`src/sv/lorf_pkg.sv`:
```
// Shared types and constants for the longest-ones-run-with-flips block.
`timescale 1ns / 1ps

package lorf_pkg;

  // Element position and window length width
  localparam int unsigned PosW      = 16;
  // Saturation point of the element position
  localparam int unsigned MaxLen    = 65535;
  // Largest legal flip count and the ring that covers it
  localparam int unsigned MaxFlips  = 15;
  localparam int unsigned RingDepth = MaxFlips + 1;
  localparam int unsigned RingAw    = $clog2(RingDepth);
  // Flip count register width
  localparam int unsigned FlipsW    = 4;
  // Zero counter saturates at the ring depth
  localparam int unsigned ZcntW     = $clog2(RingDepth + 1);

  typedef logic [PosW-1:0]   pos_t;
  typedef logic [RingAw-1:0] ring_ptr_t;
  typedef logic [FlipsW-1:0] flips_t;
  typedef logic [ZcntW-1:0]  zcnt_t;

  // Per-item control carried from the ring-access stage to the window stage
  typedef struct packed {
    logic upd;       // element entered a window (position not saturated)
    logic use_left;  // window starts after a stored zero
    logic last;      // final element of the array
    logic ovf;       // array has overrun MaxLen
    pos_t pos;       // index of this element
  } win_ctl_t;

endpackage

```
`src/sv/lorf_in_if.sv`:
```
// Input channel: one array element per transaction.
`timescale 1ns / 1ps

interface lorf_in_if;
  logic valid;
  logic ready;
  logic bit_value;
  logic is_last;

  modport source (output valid, output bit_value, output is_last, input ready);
  modport sink   (input valid, input bit_value, input is_last, output ready);
endinterface

```
`src/sv/lorf_out_if.sv`:
```
// Output channel: one result per array.
`timescale 1ns / 1ps

interface lorf_out_if;
  logic                       valid;
  logic                       ready;
  logic [lorf_pkg::PosW-1:0]  best_length;
  logic                       overflow;

  modport source (output valid, output best_length, output overflow, input ready);
  modport sink   (input valid, input best_length, input overflow, output ready);
endinterface

```
`src/sv/longest_ones_run_with_flips.sv`:
```
// Top level: longest window of ones holding at most max_flips zeros.
// A finished result passes the window-stage register, then the output register.
// Throughput: one element per cycle; the ring memory is read once and written at most once
// per element, and a same-cycle write to the read entry is forwarded.
// The input stalls only while a finished result sits unread and another last element waits.
// Reset (async, active low) clears counters, flip count and output valid; no clearing pass.
`timescale 1ns / 1ps

module longest_ones_run_with_flips (
  input  logic              clk_i,
  input  logic              rst_ni,
  input  logic              cfg_we_i,
  input  lorf_pkg::flips_t  cfg_wdata_i,
  lorf_in_if.sink           in_i,
  lorf_out_if.source        out_o
);
  import lorf_pkg::*;

  // Configuration and front-stage state
  flips_t    flips_q;
  pos_t      pos_q, pos_d;
  ring_ptr_t wp_q, wp_d;
  zcnt_t     zcnt_q, zcnt_d;
  logic      ovf_q, ovf_d;

  // Window stage
  logic      s1_valid_q;
  win_ctl_t  s1_q, s1_d;
  pos_t      best_q;
  pos_t      ring_rdata;

  // Output register
  logic      out_valid_q;
  pos_t      out_len_q;
  logic      out_ovf_q;

  logic      in_fire, out_fire, s1_move;
  logic      sat, is_zero;
  ring_ptr_t wp_new, rd_addr;
  zcnt_t     zcnt_new;
  pos_t      win_len, best_cand;

  // Handshake
  assign out_fire = out_valid_q && out_o.ready;
  assign s1_move  = s1_valid_q && !(s1_q.last && out_valid_q && !out_o.ready);
  assign in_i.ready = !s1_valid_q || s1_move;
  assign in_fire  = in_i.valid && in_i.ready;

  // Front stage: position, ring pointer, zero count and ring address
  always_comb begin
    sat      = (pos_q == pos_t'(MaxLen));
    is_zero  = !in_i.bit_value && !sat;
    wp_new   = is_zero ? wp_q + ring_ptr_t'(1) : wp_q;
    zcnt_new = (is_zero && (zcnt_q != zcnt_t'(RingDepth))) ? zcnt_q + zcnt_t'(1) : zcnt_q;
    // entry of the (max_flips+1)-th most recent zero
    rd_addr  = wp_new + ring_ptr_t'(~flips_q);

    s1_d.upd      = !sat;
    s1_d.use_left = (zcnt_new > zcnt_t'(flips_q));
    s1_d.last     = in_i.is_last;
    s1_d.ovf      = ovf_q || sat;
    s1_d.pos      = pos_q;

    pos_d  = sat ? pos_q : pos_q + pos_t'(1);
    wp_d   = wp_new;
    zcnt_d = zcnt_new;
    ovf_d  = ovf_q || sat;
    if (in_i.is_last) begin
      pos_d  = '0;
      wp_d   = '0;
      zcnt_d = '0;
      ovf_d  = 1'b0;
    end
  end

  lorf_ring u_ring (
    .clk_i     (clk_i),
    .wr_en_i   (in_fire && is_zero),
    .wr_addr_i (wp_q),
    .wr_data_i (pos_q),
    .rd_en_i   (in_fire),
    .rd_addr_i (rd_addr),
    .rd_data_o (ring_rdata)
  );

  always_ff @(posedge clk_i or negedge rst_ni) begin
    if (!rst_ni) begin
      flips_q <= '0;
      pos_q   <= '0;
      wp_q    <= '0;
      zcnt_q  <= '0;
      ovf_q   <= 1'b0;
    end else begin
      if (cfg_we_i) begin
        flips_q <= cfg_wdata_i;
      end
      if (in_fire) begin
        pos_q  <= pos_d;
        wp_q   <= wp_d;
        zcnt_q <= zcnt_d;
        ovf_q  <= ovf_d;
      end
    end
  end

  // Window stage: length from the stored zero, running best
  always_comb begin
    // window after the stored zero z ends at pos: length pos - z
    win_len   = s1_q.use_left ? s1_q.pos - ring_rdata : s1_q.pos + pos_t'(1);
    best_cand = (s1_q.upd && (win_len > best_q)) ? win_len : best_q;
  end

  always_ff @(posedge clk_i or negedge rst_ni) begin
    if (!rst_ni) begin
      s1_valid_q <= 1'b0;
      best_q     <= '0;
    end else begin
      if (in_fire) begin
        s1_valid_q <= 1'b1;
      end else if (s1_move) begin
        s1_valid_q <= 1'b0;
      end
      if (s1_move) begin
        best_q <= s1_q.last ? '0 : best_cand;
      end
    end
  end

  always_ff @(posedge clk_i) begin
    if (in_fire) begin
      s1_q <= s1_d;
    end
  end

  // Output register
  always_ff @(posedge clk_i or negedge rst_ni) begin
    if (!rst_ni) begin
      out_valid_q <= 1'b0;
    end else if (s1_move && s1_q.last) begin
      out_valid_q <= 1'b1;
    end else if (out_fire) begin
      out_valid_q <= 1'b0;
    end
  end

  always_ff @(posedge clk_i) begin
    if (s1_move && s1_q.last) begin
      out_len_q <= best_cand;
      out_ovf_q <= s1_q.ovf;
    end
  end

  assign out_o.valid       = out_valid_q;
  assign out_o.best_length = out_len_q;
  assign out_o.overflow    = out_ovf_q;

endmodule

```
`src/sv/lorf_ring.sv`:
```
// Ring of recent zero positions: synchronous memory with write-to-read forwarding.
`timescale 1ns / 1ps

module lorf_ring (
  input  logic                 clk_i,
  input  logic                 wr_en_i,
  input  lorf_pkg::ring_ptr_t  wr_addr_i,
  input  lorf_pkg::pos_t       wr_data_i,
  input  logic                 rd_en_i,
  input  lorf_pkg::ring_ptr_t  rd_addr_i,
  output lorf_pkg::pos_t       rd_data_o
);
  import lorf_pkg::*;

  pos_t mem [RingDepth];
  pos_t rd_data_q;

  // Write port
  always_ff @(posedge clk_i) begin
    if (wr_en_i) begin
      mem[wr_addr_i] <= wr_data_i;
    end
  end

  // Registered read; a same-cycle write to the read entry is forwarded
  always_ff @(posedge clk_i) begin
    if (rd_en_i) begin
      if (wr_en_i && (wr_addr_i == rd_addr_i)) begin
        rd_data_q <= wr_data_i;
      end else begin
        rd_data_q <= mem[rd_addr_i];
      end
    end
  end

  assign rd_data_o = rd_data_q;

endmodule

```
`src/flat_wrapper.sv`:
```
// flat-port wrapper written by rule: the top's interface ports become plain ports
module longest_ones_run_with_flips_flat import lorf_pkg::*;
  (clk_i, rst_ni, cfg_we_i, cfg_wdata_i, in_i_valid, in_i_bit_value, in_i_is_last, in_i_ready, out_o_valid, out_o_best_length, out_o_overflow, out_o_ready);
  lorf_in_if in_i_i ();
  lorf_out_if out_o_i ();
  input  logic clk_i;
  input  logic rst_ni;
  input  logic cfg_we_i;
  input  lorf_pkg::flips_t cfg_wdata_i;
  input wire logic [$bits(in_i_i.valid)-1:0] in_i_valid;
  input wire logic [$bits(in_i_i.bit_value)-1:0] in_i_bit_value;
  input wire logic [$bits(in_i_i.is_last)-1:0] in_i_is_last;
  output wire logic [$bits(in_i_i.ready)-1:0] in_i_ready;
  output wire logic [$bits(out_o_i.valid)-1:0] out_o_valid;
  output wire logic [$bits(out_o_i.best_length)-1:0] out_o_best_length;
  output wire logic [$bits(out_o_i.overflow)-1:0] out_o_overflow;
  input wire logic [$bits(out_o_i.ready)-1:0] out_o_ready;
  assign in_i_i.valid = in_i_valid;
  assign in_i_i.bit_value = in_i_bit_value;
  assign in_i_i.is_last = in_i_is_last;
  assign in_i_ready = in_i_i.ready;
  assign out_o_valid = out_o_i.valid;
  assign out_o_best_length = out_o_i.best_length;
  assign out_o_overflow = out_o_i.overflow;
  assign out_o_i.ready = out_o_ready;
  longest_ones_run_with_flips u_core (.clk_i(clk_i), .rst_ni(rst_ni), .cfg_we_i(cfg_we_i), .cfg_wdata_i(cfg_wdata_i), .in_i(in_i_i), .out_o(out_o_i));
endmodule
```
`config.mk`:
```
export PLATFORM = sky130hd
export DESIGN_NAME = longest_ones_run_with_flips_flat
export DESIGN_NICKNAME = d
export VERILOG_FILES = /design/src/sv/lorf_pkg.sv /design/src/sv/lorf_in_if.sv /design/src/sv/lorf_out_if.sv /design/src/sv/longest_ones_run_with_flips.sv /design/src/sv/lorf_ring.sv /design/src/flat_wrapper.sv
export SDC_FILE = /design/constraint.sdc
export NUM_CORES = 1
export LEC_CHECK = 0
export BUFFER_PORTS_ARGS = -buffer_cell sky130_fd_sc_hd__buf_2
export CORE_ASPECT_RATIO = 1.25
export CORE_UTILIZATION = 63
export CTS_CLUSTER_DIAMETER = 60
export DETAILED_ROUTE_END_ITERATION = 12
export GPL_TIMING_DRIVEN = 0
export PLACE_DENSITY = 0.8
export SLEW_MARGIN = 20
export SYNTH_ARGS = -nofsm -noshare
export SYNTH_HDL_FRONTEND = slang
export SYNTH_SLANG_ARGS = --single-unit
export TNS_END_PERCENT = 50
```
`constraint.sdc`:
```
create_clock -name clk_i -period 6.55 [get_ports clk_i]
set_clock_uncertainty 0.05 [all_clocks]
set_input_delay 0.9825 -clock clk_i [delete_from_list [all_inputs] [get_ports clk_i]]
set_output_delay 0.9825 -clock clk_i [all_outputs]
set_load 0.005 [all_outputs]
```
# == Word-level counts from Yosys, hierarchy flattened ==
# Memory sizes are Yosys's and may differ from the RTL's. A register that Yosys moved wholly into a read port is not among the register bits.
# Index checks and enable logic that the tools add are counted.
# totals
ram_bits,256
mem_bits_ro,0
out_inout_bits,19
input_bits,11
latchBits,0
elab_cells,64
mem_count,1
regBits,85
# memory_table
memory,words,word_bits,rd,rd_clocked_by_memory_dff,write_ports,line_no,rtl
u_core.u_ring.mem,16,16,1,1,1,lorf_ring.sv:15,pos_t mem [RingDepth];
# op_classes
div_mod_pow,0
n_addsub,6
eq_ne,3
shift,0
n_reduce_logical,20
n_mul,0
n_mux,16
n_lt_le_gt_ge,2
bitwise_logic,1
# ops
op,count
$mux 16,5
$add 16x1->16 const B,2
$eq 16x16->1 const B,1
$gt 16x16->1,1
$sub 16x16->16,1
$logic_and 1x1->1,10
$mux 5,2
$mux 4,2
$mux 1,7
$add 5x1->5 const B,1
$gt 5x4->1,1
$logic_not 1->1,5
$ne 5x5->1 const B,1
$add 4x1->4 const B,1
$add 4x4->4,1
$not 4->4,1
$reduce_bool 2->1,2
$logic_or 1x1->1,2
$ne 2x2->1 const B,1
$reduce_and 2->1,1

# == Logic depth before layout (Yosys ltp) ==
# depth
word_depth,9
ltp_mapped,18
ltp_nobuf,16

# == Cells and area by module ==
# Synthesis repeated with hierarchy kept, for this count alone.
# hier_totals
hier_cells,951
area_unflattened_um2,15720.1
# modules_own_cells
mod,area_per_inst_um2,n_inst,cells_each,seq_area_each_um2
lorf_ring,10586.4,1,452,8167.8
longest_ones_run_with_flips,5133.7,1,499,2312.2

# == Worst setup path before layout ==
# No wires, ideal clock.
# synth_path
path_kind,register to register
start,register u_core.pos_q[1]
end,"register u_core.u_ring.rd_data_q[7], in the netlist u_core.u_ring.rd_data_o[7] (read register of u_core.u_ring.mem), data pin"
t_required_ps,6245
synth_period_minus_slack_ps,4920
t_arrival_ps,4616
setup_time_ps,255
path_slack_ps,1630
n_path_buf,2
stages_incl_launch_ff,16
cell_sequence,dfrtp_1 ha_1 nand3_1 nor4_4 nor2_1 xnor2_1 ha_1 inv_1 fa_1 clkbuf_1 clkbuf_1 mux4_2 mux2_2 or2_1 mux4_2 o21a_1
# synth_between
elab_chain_cells,5
# synth_lines
element,line_no,rtl
start: declaration,longest_ones_run_with_flips.sv:21,"pos_t pos_q, pos_d;"
start signal: assignment,longest_ones_run_with_flips.sv:98,pos_q <= pos_d;
$eq 16x16->1,longest_ones_run_with_flips.sv:51,sat = (pos_q == pos_t'(MaxLen));
$logic_not 1->1,longest_ones_run_with_flips.sv:52,is_zero = !in_i.bit_value && !sat;
$logic_and 1x1->1,longest_ones_run_with_flips.sv:52,
$mux 4,longest_ones_run_with_flips.sv:53,wp_new = is_zero ? wp_q + ring_ptr_t'(1) : wp_q;
$add 4x4->4,longest_ones_run_with_flips.sv:56,rd_addr = wp_new + ring_ptr_t'(~flips_q);
end: declaration,lorf_ring.sv:16,pos_t rd_data_q;
# No other way between the ends.
# A chain may end at the register's enable or synchronous reset.

# == Worst setup path in the final report ==
# layout_path
start,register u_core.pos_q[14]
end,"register u_core.u_ring.rd_data_q[6], in the netlist u_core.u_ring.rd_data_o[6] (read register of u_core.u_ring.mem), data pin"
# Same word-level chain as after synthesis.

==> metrics.csv <==
metric;value;unit
status;finished, final reports clean;
dieArea;26400;um^2
syn_area_per_cell;16.1;um^2
yosysSeqAreaShare;0.645;
worst_slew_pin_slew;1.09;ns
synth_cells;1007;
die_x;146;um
final_nets;1133;
grt_pass1_wl;56.0;mm
crit_start;u_core.pos_q[14];
final-setup-viol-count;0;
place.port_buffers;29;
startpoint_type;register;
cpMostUsedCell;mux4_2;
clk-insertion-delay-late;0.53;ns
clkSinkCount;357;
path_max_fanout;20;
power_density;403;nW/um^2
crit_buf_inv;3;
n_fill_cell;1527;
cp.arrival;6.53;ns
path_cells;nand4_1 -> nor4_4 -> nor2_1 -> xnor2_1 -> ha_1 -> inv_1 -> fa_1 -> clkbuf_1 -> buf_1 -> mux4_2 -> mux2_2 -> or2_0 -> mux4_2 -> o21a_1;
die_h;182;um
cts_tree;built;
wl_per_cell;25.2;um
gr-usage-met2;0.506;
synth_edf_count;309;
drive_gt1_frac;0.212;
drtAntennaViolNets;0;
place_congestion;0.852;
pre_cts_ws;0.0242;ns
r2r_start;u_core.pos_q[14];
core_area;25300;um^2
htreeDepth;2;
min_period;6.31;ns
hpwl;21.7;mm
drtPass1Iterations;5;
report.final.slew_viol_count;0;
top_usage_layer;met2;
synth_area;16200;um^2
cpLargestDelayFamily;simple AND/OR/NAND/NOR gates;
fmax;159;MHz
postLayoutCellArea;18000;um^2
hp-class;reg2reg;
leakagePower;6.49;nW
yosys-top-cells-area;edfxtp_1 57%, mux4_2 11%, dfrtp_1 7.4%;
vias;9389;
yosysTopAreaCellShare;0.571;
synth-main-ff-cell;edfxtp_1;
ys_warn_count;0;
postSynth.asyncResetShare;0.134;
tns;0;ns
grt_pass1_vias;9658;
cts_buffers;36;
setup_ws;0.245;ns
place_area;16800;um^2
ctsHoldBuffers;0;
hold_start;u_core.s1_q[16];
synth_cell_types;64;
drt_iter0_drc;867;
met1_usage;0.356;
gr-total-overflow;0;
drc;0;
start_util;0.642;
synth_top_cell_by_area;edfxtp_1;
max-clock-path-buffers;3;
rsz0062_at_grt;no;
worstSetupPathType;reg2reg;
grt_max_degree;49;
slowest_stage;dfrtp_1;
synth.most_common_cell;edfxtp_1;
max_cap_violations;0;
irDropWorstVdd;0.269;mV
worstSetupEndpointType;register;
ios;30;
slowest_delay;0.88;ns
grt_use_total;0.286;
cts_root_buffer;clkbuf_16;
critPathRequiredTime;6.78;ns
path_clk_slew;0.07;ns
ys_seq_elements;357;
hold_viol_final;0;
relSlewSlack;0.271;
drt_wl_total;36.2;mm
synth.top_cells.by_count;309 x edfxtp_1, 80 x mux4_2, 48 x dfrtp_1;
avgViaCountPerCell;6.55;
antenna_found_initial;0;
syn_nets;1065;
rows;65;
use_met3;0.0415;
antenna_cells;0;
synthToLayoutAreaGrowth;10.5;%
min_period_over_period;0.963;
[metal layers]
layer  share of wire  wire length [um]
met5               0                 0
met4           0.033              1210
met3           0.075              2710
met2            0.52             18800
met1            0.37             13400
[layout make-up]
cell class | count | area, um^2 | share of cell area
timing repair buffer | 30 | 168 | 0.00934
clock buffer | 41 | 920 | 0.0512
multi-input combinational | 564 | 5390 | 0.300
sequential | 357 | 10500 | 0.585
inverter | 46 | 173 | 0.00962
buffer | 40 | 206 | 0.0115
tap | 335 | 419 | 0.0233
clock inverter | 21 | 181 | 0.0101
[registers in the layout, indices dropped and copies added (netlist names)]
name                      cells
u_core.out_o.overflow         1
u_core.zcnt_q                 5
u_core.u_ring.mem           256
u_core.out_o.valid            1
u_core.s1_q                  20
u_core.ovf_q                  1
u_core.flips_q                4
u_core.out_o.best_length     16
u_core.s1_valid_q             1
u_core.pos_q                 16
u_core.wp_q                   4
u_core.best_q                16
u_core.u_ring.rd_data_o      16
[metrics by stage]
step / total power, W / std cells / util / hold slack [ns]
global route: 0.00757 / 1434 / 0.710 / 0.378
CTS: 0.00724 / 1434 / 0.709 / 0.372
global placement: 0.00520 / 1371 / 0.664 / 0.354
detailed placement: 0.00527 / 1372 / 0.665 / 0.357
finish: 0.00724 / 1434 / 0.710 / 0.372
floorplan: 0.00464 / 1007 / - / 0.350
[final timing paths]
path | endpoint | slack, ns | depth (start not counted)
max | u_core.u_ring.rd_data_o[6] | 0.24 | 14
min | u_core.out_o.overflow | 0.37 | 0
max reg2reg | u_core.u_ring.rd_data_o[6] | 0.24 | 14
min reg2reg | u_core.out_o.overflow | 0.37 | 0
max in group asynchronous | u_core.pos_q[1] | 5.50 | 1
min in group asynchronous | u_core.best_q[9] | 0.44 | 1
[logic make-up after synthesis]
logic type | share of synthesized area
buffers and inverters | 0.0229
flip-flops | 0.645
AO/OA/AOI/OAI | 0.0573
AND/OR/NAND/NOR | 0.0744
XOR/XNOR | 0.0193
multiplexers | 0.144
adder cells (fa/ha/maj) | 0.0371
[worst register-to-register path: stages, from the launching register on]
cell,delay [ns]
dfrtp_1,0.88
nand4_1,0.36
nor4_4,0.63
nor2_1,0.29
xnor2_1,0.30
ha_1,0.23
inv_1,0.06
fa_1,0.52
clkbuf_1,0.58
buf_1,0.58
mux4_2,0.40
mux2_2,0.31
or2_0,0.25
mux4_2,0.51
o21a_1,0.13
[timing repair]
| action | CTS | global route |
|---|---|---|
| buffers inserted | 0 | 0 |
| gates resized for setup | 3 | 16 |
| setup endpoints to repair | 3 | 16 |
| hold endpoints to repair | 0 | 0 |
[cells in the final DEF, fill, tap and decap left out, types with 22 or more instances in the layout]
master     count
ha_1          45
clkbuf_1      25
xnor2_1       22
clkbuf_16     36
nor2_1        34
o21ai_0       27
mux4_2        80
nand2_1       40
a21oi_1       32
dfrtp_1       37
edfxtp_1     309
inv_1         46
buf_2         31
mux2_2        40
[where the power goes]
group / internal [W] / total (W) / switching [W]
logic: 0.00113 / 0.00244 / 0.00131
registers: 0.00274 / 0.00285 / 0.000114
clock network: 0.00110 / 0.00195 / 0.000852
(Power assumes the default switching activity.)
